`src/sv/rbf_pkg.sv`:
```
// Package: item types, cell control, constant tables and Q16.16 helpers.
`default_nettype none
package rbf_pkg;

    localparam int NUM_UNITS_DEF = 16;
    localparam int NUM_DIMS_DEF  = 4;

    typedef struct packed {
        logic               command;
        logic [6:0]         word_index;
        logic signed [31:0] word_value;
        logic               last_coordinate;
        logic [1:0]         deriv_axis;
    } t_in_item;

    typedef struct packed {
        logic signed [31:0] model_value;
        logic signed [31:0] first_derivative;
        logic signed [31:0] second_derivative;
        logic               overflow_flag;
    } t_out_item;

    // Control broadcast to every cell of the unit ring.
    typedef struct packed {
        logic        we;
        logic [6:0]  idx;
        logic [31:0] data;
        logic        shift;
        logic        rot;
    } t_cell_ctl;

    typedef struct packed {
        logic               ovf;
        logic signed [31:0] val;
    } t_qres;

    // round(65536 * exp(-n))
    function automatic logic [16:0] exp_tab(input logic [3:0] n);
        logic [16:0] r;
        case (n)
            4'd0:    r = 17'd65536;
            4'd1:    r = 17'd24109;
            4'd2:    r = 17'd8869;
            4'd3:    r = 17'd3263;
            4'd4:    r = 17'd1200;
            4'd5:    r = 17'd442;
            4'd6:    r = 17'd162;
            4'd7:    r = 17'd60;
            4'd8:    r = 17'd22;
            4'd9:    r = 17'd8;
            4'd10:   r = 17'd3;
            4'd11:   r = 17'd1;
            default: r = 17'd0;
        endcase
        return r;
    endfunction

    // ceil(2^35 / j): exact floor division by j for 17-bit dividends
    function automatic logic [35:0] recip_tab(input logic [3:0] j);
        logic [35:0] r;
        case (j)
            4'd1:    r = 36'd34359738368;
            4'd2:    r = 36'd17179869184;
            4'd3:    r = 36'd11453246123;
            4'd4:    r = 36'd8589934592;
            4'd5:    r = 36'd6871947674;
            4'd6:    r = 36'd5726623062;
            4'd7:    r = 36'd4908534053;
            4'd8:    r = 36'd4294967296;
            4'd9:    r = 36'd3817748708;
            4'd10:   r = 36'd3435973837;
            default: r = 36'd0;
        endcase
        return r;
    endfunction

    // Q16.16 multiply: magnitude product truncated, saturated with flag
    function automatic t_qres qmul(input logic signed [31:0] a, input logic signed [31:0] b);
        logic [31:0] ma;
        logic [31:0] mb;
        logic [63:0] pr;
        logic [47:0] p;
        logic        neg;
        t_qres       r;
        ma  = a[31] ? 32'(-a) : 32'(a);
        mb  = b[31] ? 32'(-b) : 32'(b);
        pr  = ma * mb;
        p   = pr[63:16];
        neg = a[31] ^ b[31];
        r.ovf = 1'b0;
        if (neg) begin
            if (p > 48'h0000_8000_0000) begin
                r.ovf = 1'b1;
                r.val = 32'sh8000_0000;
            end else begin
                r.val = 32'(-p);
            end
        end else begin
            if (p > 48'h0000_7FFF_FFFF) begin
                r.ovf = 1'b1;
                r.val = 32'sh7FFF_FFFF;
            end else begin
                r.val = p[31:0];
            end
        end
        return r;
    endfunction

    // Saturate a 33-bit signed value to 32 bits
    function automatic t_qres sat33(input logic signed [32:0] x);
        t_qres r;
        r.ovf = 1'b0;
        if (x > 33'sh0_7FFF_FFFF) begin
            r.ovf = 1'b1;
            r.val = 32'sh7FFF_FFFF;
        end else if (x < -33'sh0_8000_0000) begin
            r.ovf = 1'b1;
            r.val = 32'sh8000_0000;
        end else begin
            r.val = x[31:0];
        end
        return r;
    endfunction

endpackage
`default_nettype wire

```
`src/sv/rbf_cell.sv`:
```
// One network unit: center row, variance and weight, in a rotating ring.
`default_nettype none
module rbf_cell import rbf_pkg::*; #(
    parameter int NUM_UNITS = NUM_UNITS_DEF,
    parameter int NUM_DIMS  = NUM_DIMS_DEF,
    parameter int ID        = 0
) (
    input  wire logic                           i_clk,
    input  wire t_cell_ctl                      i_ctl,
    input  wire logic [NUM_DIMS-1:0][31:0]      i_nb_center,
    input  wire logic [31:0]                    i_nb_var,
    input  wire logic [31:0]                    i_nb_wt,
    output logic      [NUM_DIMS-1:0][31:0]      o_center,
    output logic      [31:0]                    o_var,
    output logic      [31:0]                    o_wt
);
    localparam int NC = NUM_UNITS * NUM_DIMS;

    logic [NUM_DIMS-1:0][31:0] r_center;
    logic [31:0]               r_var;
    logic [31:0]               r_wt;
    logic [31:0]               w_idx;

    assign w_idx = {25'd0, i_ctl.idx};

    genvar g;
    generate
        for (g = 0; g < NUM_DIMS; g++) begin : g_dim
            localparam int NXT = (g + 1) % NUM_DIMS;
            always_ff @(posedge i_clk) begin
                if (i_ctl.shift) begin
                    r_center[g] <= i_nb_center[g];
                end else if (i_ctl.rot) begin
                    r_center[g] <= r_center[NXT];
                end else if (i_ctl.we && w_idx == 32'(ID * NUM_DIMS + g)) begin
                    r_center[g] <= i_ctl.data;
                end
            end
        end
    endgenerate

    always_ff @(posedge i_clk) begin
        if (i_ctl.shift) begin
            r_var <= i_nb_var;
            r_wt  <= i_nb_wt;
        end else begin
            if (i_ctl.we && w_idx == 32'(NC + ID)) begin
                r_var <= i_ctl.data;
            end
            if (i_ctl.we && w_idx == 32'(NC + NUM_UNITS + ID)) begin
                r_wt <= i_ctl.data;
            end
        end
    end

    assign o_center = r_center;
    assign o_var    = r_var;
    assign o_wt     = r_wt;

endmodule
`default_nettype wire

```
`config.mk`:
```
export PLATFORM = sky130hd
export DESIGN_NAME = rbf_cell
export DESIGN_NICKNAME = d
export VERILOG_FILES = /design/src/sv/rbf_pkg.sv /design/src/sv/rbf_cell.sv
export SDC_FILE = /design/constraint.sdc
export NUM_CORES = 1
export LEC_CHECK = 0
export BUFFER_PORTS_ARGS = -buffer_cell sky130_fd_sc_hd__buf_2
export CORE_AREA = 5 5 163 165
export CTS_CLUSTER_DIAMETER = 120
export DETAILED_ROUTE_END_ITERATION = 7
export DIE_AREA = 0 0 168 170
export PLACE_DENSITY = 0.66
export SETUP_SLACK_MARGIN = 0.1
export SYNTH_ARGS = -nofsm -noshare
export SYNTH_HDL_FRONTEND = slang
export SYNTH_SLANG_ARGS = --single-unit
```
`constraint.sdc`:
```
create_clock -name i_clk -period 7.4 [get_ports i_clk]
set_clock_uncertainty 0.05 [all_clocks]
set_input_delay 1.48 -clock i_clk [delete_from_list [all_inputs] [get_ports i_clk]]
set_output_delay 1.48 -clock i_clk [all_outputs]
set_load 0.05 [all_outputs]
```
# After elaboration in Yosys (flattened, before gate mapping)
# Cells that the tools add are included.
[totals]
elab_cells = 40
out_inout_bits = 192
memories = 0
ram_bits = 0
ff_bits = 192
inputBits = 235
mem_bits_ro = 0
latchBits = 0
[classes]
eq_ne = 5
mul = 0
mux = 16
bitwise = 0
n_reduce_logical = 13
addsub = 0
order_cmp = 0
n_div = 0
shift = 0
[op_table]
columns = ["op", "count"]
rows = [
  ["32-bit 2-to-1 mux", 16],
  ["32-bit zero test", 1],
  ["7-bit by 2-bit == test with 1-bit output, second input constant", 2],
  ["7-bit == test, second input constant", 2],
  ["3-bit nonzero test", 4],
  ["7-bit by 1-bit == test with 1-bit output, second input constant", 1],
  ["1-bit logical AND", 6],
  ["2-bit nonzero test", 2],
]

# Longest topological paths before layout
# Gate-level depths: netlist of the first run.
[logic_depth]
ltp_word = 5
ltp_mapped = 5
depth_no_buf = 2

# Worst setup path before layout of the first run
# Ideal clock, no wire load.
[synth_path]
kind = "input -> register"
start = "in i_ctl[35] (netlist name)"
end = "reg r_center (netlist bit o_center[32]), enable pin"
setup_slack_ns = 2.443
path_stages = 2
arrival_time_ns = 4.441
setup_time_ns = 0.466
path_cell_list = "or4b_2 > o21ai_0"
[synth_between]
elab_chain_len = 3
[synth_lines]
columns = ["item", "line", "source"]
rows = [
  ["start, declared", "rbf_cell.sv:9", "input wire t_cell_ctl i_ctl,"],
  ["7-bit by 1-bit == test with 1-bit output", "rbf_cell.sv:35", "end else if (i_ctl.we && w_idx == 32'(ID * NUM_DIMS + g)) begin"],
  ["1-bit logical AND", "rbf_cell.sv:35", ""],
  ["3-bit nonzero test (no line)", "--", ""],
  ["end signal, assigned by index", "rbf_cell.sv:32", "r_center[g] <= i_nb_center[g];"],
  ["end signal, assigned by index", "rbf_cell.sv:34", "r_center[g] <= r_center[NXT];"],
  ["end signal, assigned by index", "rbf_cell.sv:36", "r_center[g] <= i_ctl.data;"],
  ["end, declared", "rbf_cell.sv:19", "logic [NUM_DIMS-1:0][31:0] r_center;"],
]
# No other way between the ends.
# A chain may end at the register's enable or synchronous reset.

# Final worst setup path of the first run
[layout_path]
start = "in i_ctl[35] (netlist name)"
end = "reg r_center (netlist bit o_center[44]), enable pin"
# Same word-level chain as after synthesis.

==> results.yml, run 1 <==
setup_path:
  arrival_ns: 3.30
  cp.required_ns: 7.44
  crit_fanout: 20
  cpPeakStageDelay_ns: 0.71
  slowest_stage: "or4b_2"
  crit_chain: "buf_2 > or4b_2 > o21ai_4 > buf_4"
  crit_type: "input pin to register"
  start_kind: "input pin"
  crit_path_end_kind: "register"
sta:
  finalCriticalPeriod_ns: 3.26
  finalSetupViolCount: 0
  fin_setup_tns_ns: 0
  fmax_mhz: 307
  worst_pin_slew_ns: 1.03
  hold_violations: 0
  slew_viol_final: 0
  relSlewSlack: 0.311
  final.period_utilization: 0.440
  rsz0062_at_grt: "false"
route:
  viasPerCell: 4.95
  dr.pass1.iters: 5
  wirelength_mm: 31.5
  num_vias: 7657
  drt-initial-drc-count: 672
  detail-route-antenna-nets: 0
  wl_per_cell_um: 20.3
  drc: 0
power:
  p_int_uw: 1960
  pwr_density_cell_mw_per_mm2: 250
  peakVddDrop_v: 0.000135
  finalPower_uw: 3060
  clockPowerShare: 0.291
  p_leak_uw: 0.00571
  p_comb_frac: 0.258
  p_sw_frac: 0.358
  netSwitchingPower_uw: 1100
  p_seq_frac: 0.451
final_layout:
  fillers: 2362
  drive_gt1_frac: 0.391
  utilization: 0.491
  nets: 1439
  syn_to_final_growth_pct: 32.2
  fin_cells: 1548
  design_area_mm2: 0.0122
cts:
  cts_resized: 0
  root_buffer: "clkbuf_16"
  post_cts_buffers: 0
  clock-sinks: 192
  clockBufferDepth: 2
  htreeDepth: 4
  clk_pin_slew_ns: 0.08
  cts_made_buffers: 17
  cts_tree: "built"
  clock_latency_ns: 0.42
  cts_hold_buffers: 0
synthesis:
  synth_top_area_cell: "edfxtp_1"
  synth_edf_count: 192
  async_flop_share: 0
  synth_ff_type: "edfxtp_1"
  synth_xor_area_frac: 0
  syn-num-nets: 1039
  synth_top_cells_by_area: "edfxtp_1 (62%), mux2i_1 (14%), nand2_1 (10%)"
  syn_avg_cell_area_um2: 11.5
  synth_compound_area_frac: 0.0743
  synth_top_area_share: 0.624
  synthCells: 804
  synth_seq_area_share: 0.624
  ys_warn_count: 0
  synthSimpleGateAreaFrac: 0.133
  synthMuxAreaShare: 0.139
  synth_adder_area_share: 0
  synth_area_mm2: 0.00925
  synth_top_family_by_area: "multiplexers"
  synth_seq_cells: 192
  synth_commonest_cells: "nand2_1 (257), edfxtp_1 (192), o21ai_0 (131)"
  ys_types: 17
  yosysMostFrequentCell: "nand2_1"
global_route:
  antenna_found_initial: 4
  grt_pass1_vias: 7396
  globalRouteOverflowTotal: 0
  grt_usage: 0.208
  grt_pass1_wl_mm: 45.0
  grt_start_max_net_pins: 161
floorplan:
  core_area_mm2: 0.0249
  die_y_um: 170
  dieWidth_um: 168
  ios: 427
  die_area_mm2: 0.0286
  start_util: 0.371
  rows: 58
placement:
  hpwl_mm: 23.7
  dpl-instance-area_mm2: 0.0117
  place_congestion: 0.835
  port-buffer-count: 426
  place_inst: 1515
min_path:
  hold_path_class: "register to register"
job:
  maxCapViolCount: 0
run_status:
  status: "completed"
==> layout make-up <==
| type | count | area [µm²] | share of cell area |
|---|---|---|---|
| Tap cell | 330 | 413 | 0.0338 |
| Clock buffer | 17 | 425 | 0.0348 |
| Multi-Input combinational cell | 558 | 3270 | 0.267 |
| Timing Repair Buffer | 435 | 2220 | 0.181 |
| Sequential cell | 192 | 5770 | 0.472 |
| Antenna cell | 2 | 5.00 | 0.000410 |
| Clock inverter | 14 | 126 | 0.0103 |
==> metrics by stage <==
stage	worst slack, ns	hold slack (ns)
final	4.14	0.595
after global routing	4.01	0.632
after CTS	4.11	0.598
after detailed placement	3.64	0.579
after global placement	3.71	0.557
after floorplan	2.44	0.918
==> layer usage <==
layer | wire (µm) | up-vias | global-route usage | part of all wire
met5 | 19 | - | 0 | 0.00060
met4 | 537 | 4 | 0.0508 | 0.017
met3 | 2530 | 34 | 0.0518 | 0.080
met2 | 15200 | 342 | 0.346 | 0.48
met1 | 13200 | 3617 | 0.275 | 0.42
li1 | - | 3660 | - | -
==> power groups by stage <==
stage                     registers (µW)  logic, µW  clock network, µW
after detailed placement            1410        793                  0
after floorplan                     1780        167                  0
after global placement              1400        788                  0
final                               1380        789                890
after global routing                1390        831                953
after CTS                           1380        794                908
==> sequential cells by signal, summed over array words and instances (netlist names) <==
name,cells
o_center,128
o_wt,32
o_var,32
==> cells by family (layout without fill, tap and decap cells) <==
family          after synthesis  in the layout
compound gates              134            134
buf+inv                      54            466
flops                       192            192
mux                         128            128
other cells                   0              2
simple gates                296            296
==> layout by cell type (no fill, tap or decap), types with 2 or more instances in the layout <==
cell type and instances:
or4b_2 2, o21bai_4 2, buf_4 9, o21ai_0 128, clkbuf_16 17, clkinvlp_4 2
inv_8 3, o21ai_4 3, mux2i_1 128, diode_2 2, inv_6 3, clkinv_4 3
edfxtp_1 192, nand2_1 257, buf_2 424, nand2b_1 32
==> worst paths after layout <==
check,start,endpoint,slack [ns],cells past startpoint
worst min-delay path,o_center[99],o_center[67],0.59,2
worst max register to register,o_center[59],o_center[27],6.27,2
worst min register to register,o_center[99],o_center[67],0.59,2
worst max-delay path,i_ctl[35],o_center[44],4.14,4
==> worst max-delay path, delay by kind of cell <==
kind	cells	cell delay (ns)
compound gates	1	0.54
buf+inv	2	0.55
simple gates	1	0.71
No activity file was read; power rests on OpenSTA's default activity.
==> run 2: changes to the inputs <==
CORE_AREA = 5 5 162 164   (was 5 5 163 165)
DIE_AREA = 0 0 167 169   (was 0 0 168 170)
PLACE_DENSITY = 0.69   (was 0.66)
clock period = 2.7 ns   (was 7.4 ns; I/O delays follow)
==> run 2 against run 1 <==
  * Final cell count is 0.32% higher
  * Routed wire length fell by 0.96%
  * First-iteration DRC count grew 19%
  * Critical path type unchanged
  * Highest routed layer unchanged
==> results.yml, run 2 (synthesized netlist as in run 1, its figures left out) <==
final_layout:
  final_cell_mix: "buf_2 (424), nand2_1 (257), edfxtp_1 (192), mux2i_1 (128), o21ai_0 (128)"
  regArea_mm2: 0.00577
  design_area_mm2: 0.0124
  fillers: 2297
  nets: 1444
  multiInputGateArea_mm2: 0.00327
  syn_to_final_growth_pct: 34.2
  utilization: 0.501
  largest_register_ffs: 128
  layout_commonest_cell: "buf_2"
  drive_gt1_frac: 0.394
sta:
  relSlewSlack: 0.546
  finalCriticalPeriod_ns: 1.81
  hold_violations: 0
  rsz0062_at_grt: "false"
  finalSetupViolCount: 0
  slew_viol_final: 0
  worst_pin_slew_ns: 0.678
  fmax_mhz: 553
  final.period_utilization: 0.670
  whs_ns: 0.323
  setup_ws_ns: 0.892
cts:
  cts_tree: "built"
  post_cts_buffers: 0
  cts_made_buffers: 17
  clockBufferDepth: 2
  clk_pin_slew_ns: 0.08
  root_buffer: "clkbuf_16"
  clock-sinks: 192
  htreeDepth: 4
  cts_hold_buffers: 0
  cts_resized: 0
  clock_latency_ns: 0.43
floorplan:
  start_util: 0.374
  die_y_um: 169
  rows: 58
  ios: 427
  core_area_mm2: 0.0247
  die_area_mm2: 0.0282
  dieWidth_um: 167
min_path:
  hold_path_class: "input pin to register"
  whs_path_depth: 3
placement:
  dpl-instance-area_mm2: 0.0118
  port-buffer-count: 426
  pre_cts_ws_ns: 0.456
  place_congestion: 0.942
  hpwl_mm: 23.7
route:
  wirelength_mm: 31.2
  wl_per_cell_um: 20.1
  viasPerCell: 5.04
  drc: 0
  detail-route-antenna-nets: 0
  drt-initial-drc-count: 800
  dr.pass1.iters: 6
  num_vias: 7824
global_route:
  antenna_found_initial: 4
  grt_start_max_net_pins: 139
  grt_busiest_layer: "met2"
  grt_use_met1: 0.283
  globalRouteOverflowTotal: 0
  grt_pass1_wl_mm: 45.8
  grt_usage: 0.212
  grtUsageMet2: 0.343
  use_met3: 0.0514
  grt_pass1_vias: 7831
setup_path:
  crit_path_end_kind: "register"
  crit_type: "input pin to register"
  start_kind: "input pin"
  cp.required_ns: 2.76
  crit_fanout: 32
  worstRegToRegCells: 2
  arrival_ns: 1.86
power:
  pwr_density_cell_mw_per_mm2: 688
  p_leak_uw: 0.00581
  peakVddDrop_v: 0.000400
job:
  maxCapViolCount: 0
run_status:
  status: "completed"
## run 2: per-stage QoR
step                      instances  setup TNS (ns)  total power, µW
after global routing           1553               0             8890
after floorplan                 804          -13.89             5330
final                          1553               0             8530
after CTS                      1552               0             8600
after global placement         1520               0             6030
after detailed placement       1520               0             6050
## run 2: final cells by class
class	count	share of cell area
sequential	192	0.465
multi-input combinational	558	0.263
timing repair buffer	440	0.191
clock buffer	17	0.0343
tap	330	0.0333
clock inverter	15	0.0134
antenna	1	0.000202
## run 2: routing by layer
metal / vias to the layer above / wire (µm)
li1: 3675 / -
met1: 3671 / 13000
met2: 419 / 14600
met3: 55 / 2720
met4: 4 / 777
met5: - / 27
## run 2: final timing paths
kind,startpoint,to,slack (ns)
setup reg to reg,o_center[85],o_center[53],1.60
setup / recovery,i_ctl[38],o_center[97],0.89
hold reg to reg,o_center[24],o_center[120],0.59
hold / removal,i_nb_wt[16],o_wt[16],0.32
## run 2: critical path, cell delays in order
cell and delay, ns:
buf_2 0.11, or4b_4 0.62, o41ai_4 0.29, buf_12 0.28
## run 2: where the power goes
| group | total [µW] | switching, µW | internal [µW] |
|---|---|---|---|
| logic | 2180 | 1630 | 546 |
| clock network | 2550 | 1220 | 1320 |
| registers | 3810 | 159 | 3650 |
